File: src/sv/e8alu_pkg.sv
package e8alu_pkg;

  // Operation codes carried by the mode field.
  typedef enum logic [4:0] {
    OP_ADD = 5'd0,
    OP_ADC = 5'd1,
    OP_SUB = 5'd2,
    OP_SBB = 5'd3,
    OP_ANA = 5'd4,
    OP_XRA = 5'd5,
    OP_ORA = 5'd6,
    OP_CMP = 5'd7,
    OP_INR = 5'd8,
    OP_DCR = 5'd9,
    OP_RLC = 5'd10,
    OP_RRC = 5'd11,
    OP_RAL = 5'd12,
    OP_RAR = 5'd13,
    OP_DAA = 5'd14,
    OP_CMA = 5'd15,
    OP_STC = 5'd16,
    OP_CMC = 5'd17
  } op_e;

  localparam int unsigned DataW = 8;
  localparam int unsigned ModeW = 5;

  localparam logic [3:0]       DaaNibbleMax = 4'd9;
  localparam logic [DataW-1:0] DaaLowCorr   = 8'h06;
  localparam logic [DataW-1:0] DaaHighCorr  = 8'h60;
  localparam logic [DataW-1:0] DcrAddend    = 8'hFE;
  localparam logic [DataW-1:0] InrAddend    = 8'h01;

  // The flag register.
  typedef struct packed {
    logic s;
    logic z;
    logic ac;
    logic p;
    logic cy;
  } flags_t;

  // Packs the flags as S Z 0 AC 0 P 1 CY.
  function automatic logic [DataW-1:0] pack_status(flags_t f);
    pack_status = {f.s, f.z, 1'b0, f.ac, 1'b0, f.p, 1'b1, f.cy};
  endfunction

endpackage

File: src/sv/eight_bit_alu_with_flags_top.sv
// Eight-bit 8085-style ALU with its own flag register. It accepts one item
// per clock cycle while the output side does not stall. Each item passes
// through the input register, then the result register, to the output.
// The rate is set by the flag register, which is read and written in the
// same cycle by the combinational ALU so that each item sees the flags left
// by the one before it. The status word is packed S Z 0 AC 0 P 1 CY; all
// flags are clear after reset.
module eight_bit_alu_with_flags_top (
  input  logic                        clk_i,
  input  logic                        rst_ni,
  input  logic                        in_valid_i,
  output logic                        in_stall_o,
  input  logic [e8alu_pkg::ModeW-1:0] mode_i,
  input  logic [e8alu_pkg::DataW-1:0] left_operand_i,
  input  logic [e8alu_pkg::DataW-1:0] right_operand_i,
  output logic                        out_valid_o,
  input  logic                        out_stall_i,
  output logic [e8alu_pkg::DataW-1:0] result_o,
  output logic [e8alu_pkg::DataW-1:0] status_word_o,
  output logic                        write_back_o
);

  // Input register.
  logic                        in_valid_q;
  logic [e8alu_pkg::ModeW-1:0] mode_q;
  logic [e8alu_pkg::DataW-1:0] left_q;
  logic [e8alu_pkg::DataW-1:0] right_q;

  // Flag register.
  e8alu_pkg::flags_t flags_q;
  e8alu_pkg::flags_t flags_d;

  // Result register.
  logic                        out_valid_q;
  logic [e8alu_pkg::DataW-1:0] result_q;
  logic [e8alu_pkg::DataW-1:0] result_d;
  logic [e8alu_pkg::DataW-1:0] status_q;
  logic                        write_back_q;
  logic                        write_back_d;

  // Handshake control.
  logic out_ready;
  logic advance;
  logic in_ready;
  logic in_accept;

  assign out_ready  = ~out_valid_q | ~out_stall_i;
  assign advance    = in_valid_q & out_ready;
  assign in_ready   = ~in_valid_q | out_ready;
  assign in_accept  = in_valid_i & in_ready;
  assign in_stall_o = ~in_ready;

  // Capture an item into the input register.
  always_ff @(posedge clk_i or negedge rst_ni) begin
    if (!rst_ni) begin
      in_valid_q <= 1'b0;
    end else if (in_accept) begin
      in_valid_q <= 1'b1;
    end else if (advance) begin
      in_valid_q <= 1'b0;
    end
  end

  always_ff @(posedge clk_i) begin
    if (in_accept) begin
      mode_q  <= mode_i;
      left_q  <= left_operand_i;
      right_q <= right_operand_i;
    end
  end

  e8alu_core u_core (
    .mode_i       (mode_q),
    .left_i       (left_q),
    .right_i      (right_q),
    .flags_i      (flags_q),
    .result_o     (result_d),
    .flags_o      (flags_d),
    .write_back_o (write_back_d)
  );

  // Flags update as the item moves into the result register.
  always_ff @(posedge clk_i or negedge rst_ni) begin
    if (!rst_ni) begin
      flags_q <= '0;
    end else if (advance) begin
      flags_q <= flags_d;
    end
  end

  // Result register and its valid bit.
  always_ff @(posedge clk_i or negedge rst_ni) begin
    if (!rst_ni) begin
      out_valid_q <= 1'b0;
    end else if (out_ready) begin
      out_valid_q <= advance;
    end
  end

  always_ff @(posedge clk_i) begin
    if (advance) begin
      result_q     <= result_d;
      status_q     <= e8alu_pkg::pack_status(flags_d);
      write_back_q <= write_back_d;
    end
  end

  assign out_valid_o   = out_valid_q;
  assign result_o      = result_q;
  assign status_word_o = status_q;
  assign write_back_o  = write_back_q;

`ifndef NO_ASSERTIONS
  // A full input register facing a stalled result must stall the input side.
  a_stall_when_full: assert property (@(posedge clk_i) disable iff (!rst_ni)
    in_valid_q && out_valid_q && out_stall_i |-> in_stall_o)
    else $error("input not stalled while both registers are held");

  // The flags change only when an item moves to the result register.
  a_flags_hold: assert property (@(posedge clk_i) disable iff (!rst_ni)
    !advance |=> $stable(flags_q))
    else $error("flag register changed without an item");

  // A shown result carries the current flag register.
  a_status_matches: assert property (@(posedge clk_i) disable iff (!rst_ni)
    out_valid_q |-> status_q == e8alu_pkg::pack_status(flags_q))
    else $error("status word differs from flag register");

  // The fixed bits of the status word.
  a_status_fixed: assert property (@(posedge clk_i) disable iff (!rst_ni)
    out_valid_o |-> status_word_o[1] && !status_word_o[3] && !status_word_o[5])
    else $error("fixed status bits wrong");
`endif

endmodule

File: src/sv/e8alu_core.sv
module e8alu_core (
  input  logic [e8alu_pkg::ModeW-1:0] mode_i,
  input  logic [e8alu_pkg::DataW-1:0] left_i,
  input  logic [e8alu_pkg::DataW-1:0] right_i,
  input  e8alu_pkg::flags_t           flags_i,
  output logic [e8alu_pkg::DataW-1:0] result_o,
  output e8alu_pkg::flags_t           flags_o,
  output logic                        write_back_o
);

  // Shared adder operands for the add, subtract, increment and decrement group.
  logic [e8alu_pkg::DataW-1:0] addend;
  logic                        cin;
  logic                        is_sub;
  logic [e8alu_pkg::DataW:0]   sum;
  logic [4:0]                  half_sum;

  // Decimal adjust terms.
  logic [3:0]                  lo_nib;
  logic [3:0]                  hi_nib;
  logic                        lo_fix;
  logic                        hi_fix;
  logic [e8alu_pkg::DataW-1:0] daa_corr;
  logic [4:0]                  daa_half;

  // Select the second adder input and carry-in for the operation.
  always_comb begin
    addend = right_i;
    cin    = 1'b0;
    is_sub = 1'b0;
    unique case (e8alu_pkg::op_e'(mode_i))
      e8alu_pkg::OP_ADC: begin
        cin = flags_i.cy;
      end
      e8alu_pkg::OP_SUB, e8alu_pkg::OP_CMP: begin
        addend = ~right_i;
        cin    = 1'b1;
        is_sub = 1'b1;
      end
      e8alu_pkg::OP_SBB: begin
        addend = ~right_i;
        cin    = ~flags_i.cy;
        is_sub = 1'b1;
      end
      e8alu_pkg::OP_INR: begin
        addend = e8alu_pkg::InrAddend;
      end
      e8alu_pkg::OP_DCR: begin
        addend = e8alu_pkg::DcrAddend;
        cin    = 1'b1;
      end
      default: begin
        addend = right_i;
      end
    endcase
  end

  assign sum      = {1'b0, left_i} + {1'b0, addend} + {{e8alu_pkg::DataW{1'b0}}, cin};
  assign half_sum = {1'b0, left_i[3:0]} + {1'b0, addend[3:0]} + {4'd0, cin};

  // Decimal adjust: low and high nibble corrections.
  assign lo_nib   = left_i[3:0];
  assign hi_nib   = left_i[7:4];
  assign lo_fix   = (lo_nib > e8alu_pkg::DaaNibbleMax) || flags_i.ac;
  assign hi_fix   = (hi_nib > e8alu_pkg::DaaNibbleMax) || flags_i.cy ||
                    ((hi_nib >= e8alu_pkg::DaaNibbleMax) &&
                     (lo_nib > e8alu_pkg::DaaNibbleMax));
  assign daa_corr = (lo_fix ? e8alu_pkg::DaaLowCorr : '0) |
                    (hi_fix ? e8alu_pkg::DaaHighCorr : '0);
  assign daa_half = {1'b0, lo_nib} + {1'b0, daa_corr[3:0]};

  // Result byte, flag updates and write-back mark.
  always_comb begin
    logic set_szp;
    set_szp      = 1'b0;
    result_o     = left_i;
    flags_o      = flags_i;
    write_back_o = 1'b1;
    unique case (e8alu_pkg::op_e'(mode_i))
      e8alu_pkg::OP_ADD, e8alu_pkg::OP_ADC, e8alu_pkg::OP_SUB,
      e8alu_pkg::OP_SBB, e8alu_pkg::OP_CMP: begin
        result_o   = sum[e8alu_pkg::DataW-1:0];
        flags_o.ac = half_sum[4];
        flags_o.cy = is_sub ? ~sum[e8alu_pkg::DataW] : sum[e8alu_pkg::DataW];
        set_szp    = 1'b1;
        if (e8alu_pkg::op_e'(mode_i) == e8alu_pkg::OP_CMP) begin
          write_back_o = 1'b0;
        end
      end
      e8alu_pkg::OP_INR, e8alu_pkg::OP_DCR: begin
        result_o   = sum[e8alu_pkg::DataW-1:0];
        flags_o.ac = half_sum[4];
        set_szp    = 1'b1;
      end
      e8alu_pkg::OP_ANA: begin
        result_o   = left_i & right_i;
        flags_o.cy = 1'b0;
        flags_o.ac = left_i[3] | right_i[3];
        set_szp    = 1'b1;
      end
      e8alu_pkg::OP_XRA: begin
        result_o   = left_i ^ right_i;
        flags_o.cy = 1'b0;
        flags_o.ac = 1'b0;
        set_szp    = 1'b1;
      end
      e8alu_pkg::OP_ORA: begin
        result_o   = left_i | right_i;
        flags_o.cy = 1'b0;
        flags_o.ac = 1'b0;
        set_szp    = 1'b1;
      end
      e8alu_pkg::OP_RLC: begin
        result_o   = {left_i[6:0], left_i[7]};
        flags_o.cy = left_i[7];
      end
      e8alu_pkg::OP_RRC: begin
        result_o   = {left_i[0], left_i[7:1]};
        flags_o.cy = left_i[0];
      end
      e8alu_pkg::OP_RAL: begin
        result_o   = {left_i[6:0], flags_i.cy};
        flags_o.cy = left_i[7];
      end
      e8alu_pkg::OP_RAR: begin
        result_o   = {flags_i.cy, left_i[7:1]};
        flags_o.cy = left_i[0];
      end
      e8alu_pkg::OP_DAA: begin
        result_o   = left_i + daa_corr;
        flags_o.ac = daa_half[4];
        flags_o.cy = flags_i.cy | hi_fix;
        set_szp    = 1'b1;
      end
      e8alu_pkg::OP_CMA: begin
        result_o = ~left_i;
      end
      e8alu_pkg::OP_STC: begin
        flags_o.cy   = 1'b1;
        write_back_o = 1'b0;
      end
      e8alu_pkg::OP_CMC: begin
        flags_o.cy   = ~flags_i.cy;
        write_back_o = 1'b0;
      end
      default: begin
        // Unused codes leave the flags alone and store nothing.
        write_back_o = 1'b0;
      end
    endcase
    if (set_szp) begin
      flags_o.s = result_o[e8alu_pkg::DataW-1];
      flags_o.z = (result_o == '0);
      flags_o.p = ~^result_o;
    end
  end

endmodule

File: config.mk
export PLATFORM = sky130hd
export DESIGN_NAME = eight_bit_alu_with_flags_top
export DESIGN_NICKNAME = d
export VERILOG_FILES = /design/src/sv/e8alu_pkg.sv /design/src/sv/eight_bit_alu_with_flags_top.sv /design/src/sv/e8alu_core.sv
export SDC_FILE = /design/constraint.sdc
export NUM_CORES = 1
export LEC_CHECK = 0
export ABC_AREA = 0
export BUFFER_PORTS_ARGS = -buffer_cell sky130_fd_sc_hd__buf_2
export CAP_MARGIN = 20
export CORE_MARGIN = 4
export CORE_UTILIZATION = 63
export DETAILED_ROUTE_END_ITERATION = 8
export GPL_TIMING_DRIVEN = 0
export HOLD_SLACK_MARGIN = 0.15
export PLACE_DENSITY = 0.95
export SYNTH_ARGS = -nofsm -noshare
export SYNTH_HDL_FRONTEND = slang
export SYNTH_SLANG_ARGS = --single-unit
File: constraint.sdc
create_clock -name clk_i -period 10.2 [get_ports clk_i]
set_input_delay 0.51 -clock clk_i [delete_from_list [all_inputs] [get_ports clk_i]]
set_output_delay 0.51 -clock clk_i [all_outputs]
set_load 0.02 [all_outputs]
==> results of run 1 <==
==> cells by family (layout without fill, tap and decap cells) <==
| family | after synthesis | count (layout) | share of synthesized area (%) |
|---|---|---|---|
| other | 2 | 3 | 0.219 |
| multiplexers | 12 | 12 | 3.87 |
| adder cells (fa/ha/maj) | 34 | 34 | 13.1 |
| buffers and inverters | 47 | 97 | 6.20 |
| AO/OA/AOI/OAI | 113 | 113 | 22.9 |
| flip-flops | 42 | 42 | 35.7 |
| XOR/XNOR | 10 | 10 | 2.55 |
| AND/OR/NAND/NOR | 99 | 99 | 15.4 |
==> worst max-delay path, delay by kind of cell (launching register included) <==
| family | cells | cell delay [ns] |
|---|---|---|
| compound gates | 6 | 1.49 |
| buf+inv | 3 | 1.22 |
| fa+ha+maj | 3 | 1.21 |
| xor+xnor | 3 | 0.41 |
| flops | 1 | 0.36 |
| simple gates | 2 | 0.31 |
| mux | 1 | 0.27 |
==> power by group through the flow <==
stage / clock network (mW) / registers, mW / logic (mW)
2_1_floorplan: 0 / 0.234 / 0.126
3_3_place_gp: 0 / 0.228 / 0.177
3_5_place_dp: 0 / 0.229 / 0.187
4_1_cts: 0.140 / 0.225 / 0.189
5_1_grt: 0.146 / 0.228 / 0.212
6_report: 0.139 / 0.226 / 0.193
==> layer usage <==
layer  share of wire (%)  global-route usage (%)
met1                  37                    38.3
met2                  45                    48.7
met3                  12                    6.91
met4                 6.0                    19.9
met5                   0                       0
==> per-stage QoR <==
step,worst slack (ns),instances
4_1_cts,4.93,480
3_3_place_gp,5.12,470
2_1_floorplan,5.90,360
5_1_grt,4.50,480
3_5_place_dp,4.96,471
6_report,4.82,480
==> state kept, by name, indices dropped and copies added (netlist names) <==
name,cells
flags_q,5
in_valid_q,1
left_q,8
mode_q,5
out_valid_o,1
result_o,8
right_q,8
status_word_o,5
write_back_o,1
==> path summary, 6_finish.rpt <==
check / to / cells past startpoint
setup / recovery: flags_q[1] / 18
hold / removal: mode_q[3] / 1
setup reg to reg: flags_q[1] / 18
hold reg to reg: out_valid_o / 1
max in group asynchronous: out_valid_o / 2
min in group asynchronous: flags_q[1] / 2
==> placed cells by master (no fill, tap or decap), drive strengths merged, types with 7 or more instances in the layout <==
cell type,Yosys,routed
buf,15,56
edfxtp,35,35
ha,31,31
o21ai,26,26
inv,22,22
nor2,20,20
nand2,18,18
a21oi,17,17
clkbuf,10,17
nand3,13,13
mux2,10,10
a221oi,8,8
nor3,7,7
dfrtp,7,7
==> area by class of cell <==
class | instances | area, um^2
fillers | 387 | 1340
repair buffers | 42 | 225
well taps | 70 | 87.6
flip-flops and latches | 42 | 1230
inverters | 22 | 82.6
multi-input cells | 271 | 2000
clock inverters | 1 | 30.0
clock buffers | 7 | 86.3
plain buffers | 25 | 130
==> results.sh, run 1 <==
export IMPL_fp_dieW_um=81.8
export IMPL_die_h_um=81.8
export IMPL_slew_headroom_pct=33.9
export IMPL_clkPwrFrac_pct=24.8
export IMPL_fin_nets=468
export IMPL_seq_power_share_pct=40.5
export IMPL_yosysMostFrequentCell="edfxtp_1"
export IMPL_clock_latency_ns=0.30
export IMPL_root_buffer="clkbuf_8"
export IMPL_hold_class="input port to flip-flop"
export IMPL_cts_resized=0
export IMPL_yosysWarnings=0
export IMPL_synth_area_leaders="edfxtp_1 31%, ha_1 11%, dfrtp_1 5.1%"
export IMPL_min_period_ns=5.38
export IMPL_setup_violations=0
export IMPL_cts_sinks=42
export IMPL_slew_violations=0
export IMPL_setup_tns_final_ns=0
export IMPL_cp_cell_sequence="buf_2 -> clkbuf_1 -> buf_1 -> nor4_1 -> o21ai_0 -> o221ai_1 -> fa_1 -> fa_1 -> a21o_1 -> a221oi_1 -> xnor2_1 -> and2_1 -> o32ai_1 -> ha_1 -> xnor2_1 -> xnor2_1 -> o21ai_0 -> mux2_2"
export IMPL_row_count=26
export IMPL_rr_startpoint="mode_q[4]"
export IMPL_peakVddDrop_uv=98.3
export IMPL_drt_iter0_markers=437
export IMPL_cts_hold_fix_buffers=1
export IMPL_grt_pass1_vias=3203
export IMPL_io_buffers=40
export IMPL_slowest_delay_ns=0.55
export IMPL_cts_reportedPaths_clkPinSlew_ns=0.08
export IMPL_total_power_uw=558
export IMPL_switching_share_pct=33.8
export IMPL_path_max_fanout=10
export IMPL_startpoint="mode_q[4]"
export IMPL_power_frac_comb_pct=34.7
export IMPL_gr_total_overflow=0
export IMPL_skew_ns=0.00742
export IMPL_ant_nets=0
export IMPL_final_util_pct=74.3
export IMPL_crit_path_frequent_cell="xnor2_1"
export IMPL_post_dp_hpwl_um=7300
export IMPL_synth_top_cell_area_share_pct=30.6
export IMPL_htreeDepth=2
export IMPL_status="complete, no violations"
export IMPL_hold_violations=0
export IMPL_placed_cell_area_mm2=0.00374
export IMPL_area_growth_pct=12.7
export IMPL_synth_ff_type="edfxtp_1"
export IMPL_post_cts_buffers=0
export IMPL_yosysSeqAreaShare_pct=35.7
export IMPL_endpoint_kind="flip-flop"
export IMPL_num_vias=3322
export IMPL_cts_max_path_buffers=2
export IMPL_antenna_found_initial=0
export IMPL_clock_fmax_ghz=0.186
export IMPL_worstPathRequired_ns=10.39
export IMPL_synth_area_leader_cell="edfxtp_1"
export IMPL_synth_top_cells_by_count="35 x edfxtp_1, 31 x ha_1, 26 x o21ai_0"
export IMPL_place_congestion=0.948
export IMPL_powerDensity_mw_per_mm2=144
export IMPL_p_int_uw=369
export IMPL_slowest_stage="buf_1"
export IMPL_initial_utilization_pct=65.9
export IMPL_drc=0
export IMPL_tritoncts="done"
export IMPL_async_flop_share_pct=16.7
export IMPL_critPathArrivalTime_ns=5.57
export IMPL_power_switching_uw=189
export IMPL_fin_crit_sh_pct=52.8
export IMPL_synth_edf_count=35
export IMPL_ff2ff_setup_slack_ns=4.82
export IMPL_antennaDiodeCount=0
export IMPL_netlist_area_mm2=0.00343
export IMPL_routed_wl_um=9840
export IMPL_syn_inst=359
export IMPL_cts_buffers=5
export IMPL_min_delay_start="mode_i[3]"
export IMPL_avgSynthCellArea_um2=9.56
export IMPL_ys_seq_elements=42
export IMPL_ioPinCount=44
export IMPL_routed_via_density=6.92
export IMPL_dieArea_mm2=0.00669
export IMPL_grt_pass1_wl_um=15500
export IMPL_final_area_mm2=0.00387
export IMPL_holdWs_ns=0.377
export IMPL_first_pass_iters=5
export IMPL_rsz0062_at_grt="no"
export IMPL_power_leakage_nw=1.62
export IMPL_avgRoutedWirePerCell_um=20.5
export IMPL_grt_max_degree=22
export IMPL_synth_cell_type_count=64
export IMPL_worst_pin_slew_ns=0.991
export IMPL_critical_path_class="flip-flop to flip-flop"
export IMPL_drive_above_1_share_pct=18.3
export IMPL_grt_total_usage_pct=31.0
export IMPL_core_area_mm2=0.00520
export IMPL_crit_path_start_kind="flip-flop"
export IMPL_drv_cap=0
No activity file was read; power rests on OpenSTA's default activity.
==> run 2, diff against run 1 <==
--- a/config.mk
+++ b/config.mk
@@ -9,11 +9,11 @@
 export BUFFER_PORTS_ARGS = -buffer_cell sky130_fd_sc_hd__buf_2
 export CAP_MARGIN = 20
 export CORE_MARGIN = 4
-export CORE_UTILIZATION = 63
+export CORE_UTILIZATION = 59
 export DETAILED_ROUTE_END_ITERATION = 8
 export GPL_TIMING_DRIVEN = 0
 export HOLD_SLACK_MARGIN = 0.15
-export PLACE_DENSITY = 0.95
+export PLACE_DENSITY = 0.92
 export SYNTH_ARGS = -nofsm -noshare
 export SYNTH_HDL_FRONTEND = slang
 export SYNTH_SLANG_ARGS = --single-unit
==> constraint.sdc (replaced) <==
create_clock -name clk_i -period 5 [get_ports clk_i]
set_input_delay 0.25 -clock clk_i [delete_from_list [all_inputs] [get_ports clk_i]]
set_output_delay 0.25 -clock clk_i [all_outputs]
set_load 0.02 [all_outputs]
==> results.sh, run 2 (synthesized netlist as in run 1, its figures left out) <==
export IMPL_status="complete, no violations"
export IMPL_grt_pass1_vias=3200
export IMPL_initial_utilization_pct=61.5
export IMPL_power_leakage_nw=1.72
export IMPL_gr_total_overflow=0
export IMPL_peakVddDrop_uv=210
export IMPL_hold_violations=0
export IMPL_tritoncts="done"
export IMPL_layout_cells_most_common_list="49 x buf_2, 35 x edfxtp_1, 31 x ha_1"
export IMPL_num_vias=3317
export IMPL_antennaDiodeCount=0
export IMPL_cts_buffers=5
export IMPL_row_count=27
export IMPL_skew_ns=0.00536
export IMPL_final_area_mm2=0.00410
export IMPL_rsz0062_at_grt="no"
export IMPL_post_dp_hpwl_um=6970
export IMPL_area_growth_pct=19.6
export IMPL_cts_sinks=42
export IMPL_critPathArrivalTime_ns=4.92
export IMPL_ioPinCount=44
export IMPL_grt_total_usage_pct=27.6
export IMPL_min_period_ns=4.74
export IMPL_drt_iter0_markers=400
export IMPL_holdWs_ns=0.156
export IMPL_final_common_cell="buf_2"
export IMPL_place_congestion=0.971
export IMPL_hold_class="input port to flip-flop"
export IMPL_fin_crit_sh_pct=94.7
export IMPL_routed_via_density=6.63
export IMPL_worst_pin_slew_ns=0.973
export IMPL_crit_path_start_kind="flip-flop"
export IMPL_clock_fmax_ghz=0.211
export IMPL_cts_reportedPaths_clkPinSlew_ns=0.08
export IMPL_total_power_mw=1.15
export IMPL_grt_max_degree=22
export IMPL_ant_nets=0
export IMPL_critical_path_class="flip-flop to flip-flop"
export IMPL_root_buffer="clkbuf_8"
export IMPL_slew_headroom_pct=35.1
export IMPL_fp_dieW_um=84.3
export IMPL_avgRoutedWirePerCell_um=19.4
export IMPL_drive_above_1_share_pct=19.4
export IMPL_slew_violations=0
export IMPL_dieArea_mm2=0.00710
export IMPL_routed_wl_um=9720
export IMPL_drc=0
export IMPL_setup_violations=0
export IMPL_drv_cap=0
export IMPL_powerDensity_mw_per_mm2=280
export IMPL_cts_max_path_buffers=2
export IMPL_placed_cell_area_mm2=0.00374
export IMPL_path_max_fanout=10
export IMPL_clock_latency_ns=0.30
export IMPL_fin_nets=486
export IMPL_first_pass_iters=5
export IMPL_core_area_mm2=0.00557
export IMPL_grt_pass1_wl_um=15700
export IMPL_endpoint_kind="flip-flop"
export IMPL_io_buffers=40
export IMPL_htreeDepth=2
export IMPL_worstPathRequired_ns=5.18
export IMPL_final_util_pct=73.6
export IMPL_antenna_found_initial=0
export IMPL_post_cts_buffers=0
export IMPL_die_h_um=84.3
[run 2: worst max-delay path, stage by stage, from the launching register on]
cell and delay (ns):
edfxtp_1 0.39, buf_2 0.23, clkbuf_2 0.26, buf_2 0.27, nor4_1 0.08, o21ai_0 0.20, o221ai_1 0.17, fa_1 0.45
fa_1 0.42, a21o_1 0.21, a221oi_2 0.30, xnor2_1 0.09, and2_1 0.18, o32ai_2 0.33, ha_1 0.30, xnor2_1 0.20
xnor2_1 0.14, o21ai_0 0.12, mux2_2 0.27
[run 2: per-layer routing]
layer  vias up  share of wire, %  global-route usage [%]
met1      1532                39                    36.5
met5         -                 0                       0
met4         0               4.0                    12.3
met3        46                10                    3.73
met2       235                47                    45.0
li1       1504                 -                       -
[run 2: final timing paths]
check                              endpoint  slack (ns)       start  cells after the start
worst max register to register   flags_q[1]        0.26   mode_q[3]                     18
worst min register to register  out_valid_o        0.48  in_valid_q                      1
worst max-delay path             flags_q[1]        0.26   mode_q[3]                     18
worst min-delay path             in_valid_q        0.16  in_valid_i                      2
min in group asynchronous       out_valid_o        0.32      rst_ni                      2
max in group asynchronous        flags_q[4]        4.51      rst_ni                      2
[run 2: repair_timing]
item,in CTS,in global routing
setup endpoints to repair,2,2
resized for setup,3,9
endpoints found under the hold margin,28,0
cloned,0,0
hold buffers,22,0
[run 2: stage by stage]
stage / setup slack [ns] / std cells / TNS, ns
2_1_floorplan: 0.699 / 360 / 0
3_3_place_gp: -0.0498 / 472 / -0.0498
3_5_place_dp: -0.181 / 473 / -0.242
4_1_cts: 0.0175 / 502 / 0
5_1_grt: 0.00153 / 500 / 0
6_report: 0.264 / 500 / 0
[run 2: power breakdown]
| group | total [mW] | internal [mW] | leakage [nW] | switching [mW] |
|---|---|---|---|---|
| Combinational | 0.409 | 0.174 | 1.24 | 0.235 |
| Sequential | 0.461 | 0.429 | 0.420 | 0.0315 |
| Clock | 0.278 | 0.163 | 0.0585 | 0.116 |
[run 2: final cells by class]
type,instances,area [um^2]
multi-input combinational,271,2030
fill,394,1470
sequential,42,1230
timing repair buffer,63,435
buffer,22,125
tap,72,90.1
clock buffer,7,86.3
inverter,22,82.6
clock inverter,1,30.0
==> run 3, diff against run 2 <==
--- a/config.mk
+++ b/config.mk
@@ -9,11 +9,12 @@
 export BUFFER_PORTS_ARGS = -buffer_cell sky130_fd_sc_hd__buf_2
 export CAP_MARGIN = 20
 export CORE_MARGIN = 4
-export CORE_UTILIZATION = 59
+export CORE_UTILIZATION = 61
+export CTS_BUF_LIST = sky130_fd_sc_hd__clkbuf_8
 export DETAILED_ROUTE_END_ITERATION = 8
 export GPL_TIMING_DRIVEN = 0
 export HOLD_SLACK_MARGIN = 0.15
-export PLACE_DENSITY = 0.92
+export PLACE_DENSITY = 0.94
 export SYNTH_ARGS = -nofsm -noshare
 export SYNTH_HDL_FRONTEND = slang
 export SYNTH_SLANG_ARGS = --single-unit
==> results.sh, run 3 (synthesized netlist as in run 1, its figures left out) <==
export IMPL_pre_cts_ws_ns=-0.117
export IMPL_first_pass_iters=5
export IMPL_clock_fmax_ghz=0.206
export IMPL_fp_dieW_um=83.0
export IMPL_ioPinCount=44
export IMPL_ff2ff_setup_slack_ns=0.15
export IMPL_stdcell_count=503
export IMPL_post_dp_hpwl_um=7610
export IMPL_grt_pass1_vias=3409
export IMPL_min_delay_start="out_stall_i"
export IMPL_powerDensity_mw_per_mm2=277
export IMPL_post_cts_buffers=0
export IMPL_row_count=27
export IMPL_root_buffer="clkbuf_8"
export IMPL_endpoint_kind="flip-flop"
export IMPL_grt_pass1_wl_um=17600
export IMPL_fin_nets=489
export IMPL_area_growth_pct=19.9
export IMPL_place_inst=473
export IMPL_die_h_um=83.0
export IMPL_drive_above_1_share_pct=19.0
export IMPL_worstReg2RegEnd="flags_q[1]"
export IMPL_worst_pin_slew_ns=0.947
export IMPL_cts_reportedPaths_clkPinSlew_ns=0.08
export IMPL_antenna_found_initial=0
export IMPL_layout_cells_most_common_list="48 x buf_2, 35 x edfxtp_1, 31 x ha_1"
export IMPL_grt_total_usage_pct=32.3
export IMPL_critPathArrivalTime_ns=5.04
export IMPL_place_congestion=0.943
export IMPL_drv_cap=0
export IMPL_peakVddDrop_uv=208
export IMPL_rr_startpoint="mode_q[0]"
export IMPL_path_max_fanout=10
export IMPL_fin_crit_sh_pct=97.1
export IMPL_avgRoutedWirePerCell_um=21.4
export IMPL_critical_path_class="flip-flop to flip-flop"
export IMPL_cts_max_path_buffers=2
export IMPL_cts_buffers=5
export IMPL_io_buffers=40
export IMPL_slew_violations=0
export IMPL_ant_nets=0
export IMPL_initial_utilization_pct=62.7
export IMPL_hold_violations=0
export IMPL_hold_path_end="out_valid_o"
export IMPL_slew_headroom_pct=36.9
export IMPL_worstPathRequired_ns=5.19
export IMPL_grt_max_degree=22
export IMPL_power_leakage_nw=1.73
export IMPL_num_vias=3422
export IMPL_skew_ns=0.00892
export IMPL_clock_latency_ns=0.30
export IMPL_drc=0
export IMPL_cts_sinks=42
export IMPL_crit_path_start_kind="flip-flop"
export IMPL_total_power_mw=1.14
export IMPL_routed_wl_um=10800
export IMPL_placed_cell_area_mm2=0.00374
export IMPL_min_path_cells=2
export IMPL_drt_iter0_markers=313
export IMPL_hold_class="input port to flip-flop"
export IMPL_final_common_cell="buf_2"
export IMPL_antennaDiodeCount=0
export IMPL_gr_total_overflow=0
export IMPL_worst_slack_ns=0.146
export IMPL_htreeDepth=2
export IMPL_dieArea_mm2=0.00689
export IMPL_final_area_mm2=0.00411
export IMPL_setup_violations=0
export IMPL_core_area_mm2=0.00547
export IMPL_min_period_ns=4.85
export IMPL_status="complete, no violations"
export IMPL_routed_via_density=6.80
export IMPL_r2r_cells=15
export IMPL_tritoncts="done"
[run 3: area by class of cell]
cell class                      instances  area [um^2]
Clock inverter                          3         37.5
Tap cell                               72         90.1
Inverter                               22         82.6
Multi-Input combinational cell        271         2020
Clock buffer                            5         68.8
Buffer                                 24          141
Sequential cell                        42         1230
Timing Repair Buffer                   64          445
Fill cell                             398         1360
[run 3: worst max path at each step]
stage	start	end	slack [ns]	depth (start not counted)
global placement	mode_q[4]	flags_q[1]	-0.12	18
floorplan	mode_q[3]	flags_q[1]	0.70	18
detailed placement	mode_q[4]	flags_q[1]	-0.12	18
global route	mode_q[3]	flags_q[1]	-0.006	18
finish	mode_q[0]	flags_q[1]	0.15	15
CTS	mode_q[4]	flags_q[1]	0.06	18
[run 3: power breakdown]
group / switching (mW) / internal (mW)
logic: 0.240 / 0.175
clock network: 0.118 / 0.145
registers: 0.0325 / 0.429
[run 3: what timing repair did]
action | CTS | global route
resized for setup | 2 | 18
setup endpoints to repair | 2 | 4
pin swaps | 0 | 0
hold buffers | 23 | 0
hold endpoints to repair | 29 | 0
[run 3: stage by stage]
stage | util [%] | TNS (ns) | hold slack, ns
floorplan | - | 0 | -0.0456
global placement | 68.1 | -0.120 | 0.0932
detailed placement | 68.4 | -0.117 | 0.104
CTS | 74.6 | 0 | 0.210
global route | 75.2 | -0.00628 | 0.212
finish | 75.2 | 0 | 0.216
[run 3: routing by layer]
layer  routed length (um)  track usage, %  vias up
li1                     -               -     1512
met1                 4070            39.5     1611
met2                 5080            53.9      248
met3                 1150            8.73       51
met4                  489            13.1        0
met5                    0               0        -
[run 3: worst max-delay path, cell delays in order, from the launching register on]
cell and delay, ns:
edfxtp_1 0.42, buf_2 0.22, buf_2 0.22, clkbuf_1 0.28, or4_1 0.57, a21oi_1 0.22
fa_1 0.25, fa_1 0.45, a222oi_1 0.39, or4b_1 0.49, o21ai_0 0.17, ha_1 0.32
xor2_1 0.17, xnor2_1 0.16, o21ai_0 0.12, mux2_2 0.29
